$ cat src/design/prds_pkg.sv
// Package: types, constants and codes shared by the particle step core.
`default_nettype none
package prds_pkg;

  // Configuration register indexes
  localparam logic [2:0] REG_START_X   = 3'd0;
  localparam logic [2:0] REG_START_Y   = 3'd1;
  localparam logic [2:0] REG_RADIUS    = 3'd2;
  localparam logic [2:0] REG_STRENGTH  = 3'd3;
  localparam logic [2:0] REG_DAMPING   = 3'd4;

  localparam logic [30:0] RADIUS_RST   = 31'd6553600;
  localparam logic [30:0] STRENGTH_RST = 31'd65536;
  localparam logic [15:0] DAMPING_RST  = 16'd62259;

  // Action codes
  localparam logic [1:0] ACT_FORCE = 2'd0;
  localparam logic [1:0] ACT_REPEL = 2'd1;
  localparam logic [1:0] ACT_TICK  = 2'd2;

  typedef struct packed {
    logic [1:0]         action;
    logic signed [31:0] x_value;
    logic signed [31:0] y_value;
  } req_t;

  typedef struct packed {
    logic signed [31:0] pos_x;
    logic signed [31:0] pos_y;
  } rsp_t;

  // Datapath operations commanded by the controller
  typedef enum logic [3:0] {
    OP_NONE, OP_LOAD, OP_FORCE, OP_DIFF, OP_SQ, OP_CHECK, OP_SQRT, OP_PCT,
    OP_UDIV, OP_MUL1, OP_MUL2, OP_ACCUM, OP_VEL, OP_POS, OP_DAMP
  } op_e;

  typedef struct packed {
    op_e  op;
    logic axis;   // 0 x, 1 y
  } cmd_t;

  typedef struct packed {
    logic skip;   // repel adds nothing
    logic busy;   // iterative unit still working
  } stat_t;

  typedef enum logic [3:0] {
    ST_IDLE, ST_LOAD, ST_DISPATCH, ST_FORCE, ST_DIFF, ST_SQ, ST_CHECK, ST_SQRT,
    ST_PCT, ST_UDIV, ST_MUL1, ST_MUL2, ST_ACCUM, ST_VEL, ST_POS, ST_DAMP
  } state_e;

  function automatic logic signed [31:0] sat32(input logic signed [33:0] v);
    if (v > 34'sd2147483647) return 32'sh7fffffff;
    else if (v < -34'sd2147483648) return 32'sh80000000;
    else return v[31:0];
  endfunction

endpackage
`default_nettype wire

$ cat src/design/prds_ctrl.sv
// Controller: sequences the datapath operations for one request.
`default_nettype none
module prds_ctrl (
  input  wire logic           clk_i,
  input  wire logic           rst_ni,
  input  wire logic           start_i,
  input  wire logic [1:0]     action_i,
  input  wire prds_pkg::stat_t stat_i,
  input  wire logic           out_free_i,
  output prds_pkg::cmd_t      cmd_o,
  output logic                idle_o,
  output logic                done_o
);
  import prds_pkg::*;

  state_e     state_q, state_d;
  logic       axis_q, axis_d;
  logic [1:0] action_q, action_d;

  // State register
  always_ff @(posedge clk_i or negedge rst_ni) begin
    if (!rst_ni) begin
      state_q  <= ST_IDLE;
      axis_q   <= 1'b0;
      action_q <= ACT_FORCE;
    end else begin
      state_q  <= state_d;
      axis_q   <= axis_d;
      action_q <= action_d;
    end
  end

  // Next state and commands
  always_comb begin
    state_d  = state_q;
    axis_d   = axis_q;
    action_d = action_q;
    cmd_o    = '{op: OP_NONE, axis: axis_q};
    idle_o   = 1'b0;
    done_o   = 1'b0;
    case (state_q)
      ST_IDLE: begin
        idle_o = 1'b1;
        if (start_i) begin
          cmd_o.op = OP_LOAD;
          action_d = action_i;
          state_d  = ST_DISPATCH;
        end
      end
      ST_DISPATCH: begin
        axis_d = 1'b0;
        case (action_q)
          ACT_FORCE: state_d = ST_FORCE;
          ACT_REPEL: state_d = ST_DIFF;
          ACT_TICK:  state_d = ST_VEL;
          default:   state_d = ST_LOAD;
        endcase
      end
      ST_FORCE: begin
        cmd_o.op = OP_FORCE;
        state_d  = ST_LOAD;
      end
      ST_DIFF: begin
        cmd_o.op = OP_DIFF;
        state_d  = ST_SQ;
      end
      ST_SQ: begin
        cmd_o.op = OP_SQ;
        if (axis_q) begin
          axis_d  = 1'b0;
          state_d = ST_CHECK;
        end else begin
          axis_d = 1'b1;
        end
      end
      ST_CHECK: begin
        cmd_o.op = OP_CHECK;
        state_d  = ST_SQRT;
      end
      ST_SQRT: begin
        if (stat_i.skip) begin
          state_d = ST_LOAD;
        end else begin
          cmd_o.op = OP_SQRT;
          if (!stat_i.busy) state_d = ST_PCT;
        end
      end
      ST_PCT: begin
        cmd_o.op = OP_PCT;
        if (!stat_i.busy) state_d = ST_UDIV;
      end
      ST_UDIV: begin
        cmd_o.op = OP_UDIV;
        if (!stat_i.busy) state_d = ST_MUL1;
      end
      ST_MUL1: begin
        cmd_o.op = OP_MUL1;
        state_d  = ST_MUL2;
      end
      ST_MUL2: begin
        cmd_o.op = OP_MUL2;
        state_d  = ST_ACCUM;
      end
      ST_ACCUM: begin
        cmd_o.op = OP_ACCUM;
        if (axis_q) begin
          state_d = ST_LOAD;
        end else begin
          axis_d  = 1'b1;
          state_d = ST_UDIV;
        end
      end
      ST_VEL: begin
        cmd_o.op = OP_VEL;
        state_d  = ST_POS;
      end
      ST_POS: begin
        cmd_o.op = OP_POS;
        state_d  = ST_DAMP;
      end
      ST_DAMP: begin
        cmd_o.op = OP_DAMP;
        if (axis_q) begin
          state_d = ST_LOAD;
        end else begin
          axis_d = 1'b1;
        end
      end
      ST_LOAD: begin
        // hand the position to the output register
        if (out_free_i) begin
          done_o  = 1'b1;
          state_d = ST_IDLE;
        end
      end
      default: state_d = ST_IDLE;
    endcase
  end
endmodule
`default_nettype wire

$ cat config.mk
export PLATFORM = sky130hd
export DESIGN_NAME = prds_ctrl
export DESIGN_NICKNAME = d
export VERILOG_FILES = /design/src/design/prds_pkg.sv /design/src/design/prds_ctrl.sv
export SDC_FILE = /design/constraint.sdc
export NUM_CORES = 1
export LEC_CHECK = 0
export ABC_CLOCK_PERIOD_IN_PS = 3200
export BUFFER_PORTS_ARGS = -buffer_cell sky130_fd_sc_hd__buf_2
export CELL_PAD_IN_SITES_DETAIL_PLACEMENT = 1
export CELL_PAD_IN_SITES_GLOBAL_PLACEMENT = 2
export CORE_MARGIN = 10
export CORE_UTILIZATION = 35
export CTS_BUF_LIST = sky130_fd_sc_hd__clkbuf_4 sky130_fd_sc_hd__clkbuf_8
export CTS_CLUSTER_SIZE = 20
export DETAILED_ROUTE_END_ITERATION = 16
export PLACE_DENSITY_LB_ADDON = 0.12
export SKIP_CTS_REPAIR_TIMING = 1
export SYNTH_ARGS = -nofsm -noshare
export SYNTH_HDL_FRONTEND = slang
export SYNTH_SLANG_ARGS = --single-unit
export TNS_END_PERCENT = 20
$ cat constraint.sdc
create_clock -name clk_i -period 3.2 [get_ports clk_i]
set_clock_uncertainty 0.2 [all_clocks]
set_input_delay 0.64 -clock clk_i [delete_from_list [all_inputs] [get_ports clk_i]]
set_output_delay 0.64 -clock clk_i [all_outputs]
set_load 0.005 [all_outputs]
After elaboration in Yosys (flattened, before gate mapping):

Cells that the tools add are included.

* output and inout port bits: 7
* flip-flop bits (word level): 7
* logic and storage cells: 52
* input bits: 8

* reduce and logical (&&, ||, !) cells: 6
* equal/unequal tests: 24
* muxes and demuxes: 19

Operator list (count)
* case mux 4 bit (16 select lines): 1
* case mux 4 bit (14 select lines): 1
* two-way mux 4 bit: 9
* == test 4 bit, second input constant: 8
* == test 4 x 3 -> 1 bit, second input constant: 4
* != test 2 bit, second input constant: 6
* case mux 4 bit (3 select lines): 1
* == test 4 x 2 -> 1 bit, second input constant: 2
* AND reduction 7 bit: 1
* two-way mux 1 bit: 5
* == test 4 x 1 -> 1 bit, second input constant: 1
* logical NOT 4 bit: 1
* two-way mux 3 bit: 1
* != test 3 bit, second input constant: 1
* case mux 1 bit (3 select lines): 1
* nonzero test 3 bit: 1
* == test 2 x 1 -> 1 bit, second input constant: 1
* == test 2 bit, second input constant: 1
* logical NOT 2 bit: 1
* AND reduction 2 bit: 1
* OR reduction 2 bit: 1

Longest topological paths before layout:

* word-level depth: 3
* depth in mapped cells: 6
* gate-level depth less buffers: 6

Worst setup path before layout:

OpenSTA, ideal clock, no wires.

* kind: register to output
* from: register state_q[1]
* to: output cmd_o[3] in the netlist's numbering
* arrival time: 1.141 ns
* stages on the path, launching flop included: 6
* data required time: 2.360 ns
* setup slack: 1.219 ns
* path buffers: 2
* cells stage by stage: dfrtp_1 buf_2 buf_1 nand3b_1 nand2_1 a221oi_1

RTL lines
* start, declared: line prds_ctrl.sv:16 `state_e state_q, state_d;`
* start signal, assigned: line prds_ctrl.sv:27 `state_q <= state_d;`
* end, declared: line prds_ctrl.sv:10 `output prds_pkg::cmd_t cmd_o,`

==> impl_metrics.yaml <==
timing:
  final.period_utilization_pct: 80.6
  fmax_mhz: 388
  relSlewSlack_pct: 53.8
  hold_viol: 0
  fin_ws_ns: 0.621
  setup_viol: 0
  tightestPinTransition_ns: 0.692
  grt_setup_unrepaired: "false"
  min_period_ns: 2.58
  finalSetupTns_ns: 0
  finalMaxSlewViolations: 0
cts:
  cts_tree: "built"
  cts_buffer_depth: 2
  cts_buffers: 3
  clkTransAtPathRegs_ns: 0.06
  clkLatencyLatePin_ns: 0.26
  cts.sinks: 7
  htree_num_levels: 1
  cts-root-buf: "clkbuf_4"
global_route:
  grt_pass1_vias: 667
  antenna_found_initial: 0
  track_usage_pct: 9.26
  grt_pass1_wl_um: 3250
  grt_remaining_overflow: 0
  grt_max_degree: 26
power:
  p_clk_share_pct: 10.3
  p_total_w: 0.000886
  power.density_mw_per_mm2: 1080
  p_int_w: 0.000444
  ir_drop_uv: 527
  p_leak_nw: 0.394
  switching_power_w: 0.000443
  seqPwrFrac_pct: 34.7
  combPwrFrac_pct: 55.0
  swShare_pct: 49.9
die:
  initial_utilization_pct: 37.4
  die_h_um: 66.0
  dieArea_mm2: 0.00436
  num_rows: 16
  core_mm2: 0.00198
  die_w_um: 66.0
  io_pins: 15
detailed_routing:
  dr_total_vias: 674
  met3_wirelength_um: 112
  met1_length_um: 904
  met2_length_um: 865
  antenna_left: 0
  drc_errors: 0
  avgViaCountPerCell: 5.44
  top_layer: "met3"
  dr.pass1.iters: 4
  drt_iter0_drc: 34
  post_drt_wl_per_cell_um: 15.2
  totalWireLength_um: 1880
synthesis:
  async_reset_ff_share_pct: 100
  yosysTopAreaCellShare_pct: 23.6
  synth_area_leaders: "dfrtp_1 (24%), ha_1 (5.1%), mux2_1 (4.6%), nand3_1 (4.1%), nand2_1 (4.1%)"
  yosysSeqAreaShare_pct: 23.6
  synth_nets: 99
  synth-edff-count: 0
  ys_ff_latch: 7
  ys_warn_count: 0
  synth.cell_area_um2: 741
  yosysUniqueCellTypes: 40
  yosysTopAreaCell: "dfrtp_1"
  synthFlopType: "dfrtp_1"
  synth_cells: 88
  avgSynthCellArea_um2: 8.42
  yosys-top-cells-count: "nand2_1 (8), dfrtp_1 (7), nand3_1 (6)"
  synth.most_common_cell: "nand2_1"
finish:
  nNetsFinal: 109
  diodes: 0
  synthToLayoutAreaGrowth_pct: 10.6
  drive_gt1_share_pct: 26.8
  nFillCells: 239
placement:
  place_ws_ns: 0.904
  place_hpwl_um: 1400
  gp_congestion: 0.725
  port-buffer-count: 14
critical_path:
  crit_path_start_kind: "register"
  critPathArrivalTime_ns: 1.74
  crit_fanout: 22
  crit_type: "register to output port"
  critPathCaptureType: "output port"
  worstPathRequired_ns: 2.36
min_path:
  hold_class: "input pin to asynchronous set/reset pin"
run:
  max-cap-violations: 0
status:
  status: "completed"
## flip-flops by register name, indices dropped and copies added (netlist names)
signal    count
action_q      2
axis_q        1
state_q       4
## power by group through the flow
stage          Sequential, W  Clock (W)  Combinational [W]
6_report            0.000307  0.0000917           0.000487
2_1_floorplan       0.000174          0           0.000518
4_1_cts             0.000307  0.0000945           0.000501
3_3_place_gp        0.000310          0           0.000498
5_1_grt             0.000336  0.0000999           0.000558
3_5_place_dp        0.000309          0           0.000497
## layout make-up
cell class	instances	area, um2	area share, %
Inverter	5	18.8	2.29
Timing Repair Buffer	14	70.1	8.55
Multi-Input combinational cell	67	492	60.0
Tap cell	27	33.8	4.12
Sequential cell	7	175	21.4
Clock buffer	4	30.0	3.66
## per-layer routing
layer	GRT usage, %	vias to the layer above
li1	-	334
met4	1.57	0
met3	3.90	0
met2	14.3	11
met5	0	-
met1	11.8	329
## placed cells by master, fill, tap and decap left out, types with 2 or more instances in the layout
| cell | n |
|---|---|
| nor2_1 | 3 |
| dfrtp_1 | 7 |
| nor2b_1 | 3 |
| mux2_1 | 3 |
| inv_1 | 4 |
| nand3b_1 | 3 |
| o31a_1 | 2 |
| a21oi_1 | 3 |
| nand3_1 | 6 |
| nand2_1 | 8 |
| and3_1 | 3 |
| buf_2 | 14 |
| nor3b_2 | 2 |
| nor3_1 | 3 |
| o21ai_0 | 3 |
| mux2i_1 | 2 |
| clkbuf_4 | 4 |
| a31oi_1 | 2 |
| ha_1 | 3 |
## path summary, 6_finish.rpt
path | startpoint | end | slack (ns) | depth (start not counted)
worst min-delay path | rst_ni | state_q[3] | 0.005 | 1
min in group clk_i | action_q[1] | action_q[1] | 0.32 | 1
worst max register to register | state_q[2] | state_q[3] | 1.12 | 4
max in group asynchronous | rst_ni | action_q[0] | 2.64 | 1
worst max-delay path | state_q[3] | cmd_o[3] | 0.62 | 4
worst min register to register | action_q[1] | action_q[1] | 0.32 | 1
## critical path, stage by stage (launching register included)
cell and delay, ns:
dfrtp_1 0.78, nor2b_1 0.25, nor3_1 0.06, a221oi_1 0.22
buf_2 0.16
## through the flow
stage | area [um2] | instances | utilization, % | hold slack [ns]
global placement | 790 | 120 | 39.8 | 0.282
finish | 820 | 124 | 41.4 | 0.00462
global route | 820 | 124 | 41.4 | 0.00268
detailed placement | 790 | 120 | 39.8 | 0.281
floorplan | 741 | 88 | - | 0.144
CTS | 820 | 124 | 41.4 | 0.00345
## cells by family after synthesis
kind of cell | after synthesis | synth area share, %
adders and majority gates | 4 | 6.42
buffers and inverters | 14 | 9.96
muxes | 6 | 8.78
and+or+nand+nor | 38 | 30.7
AOI/OAI and AO/OA | 19 | 20.4
DFF | 7 | 23.6
Power figures use the tool's default switching activity.
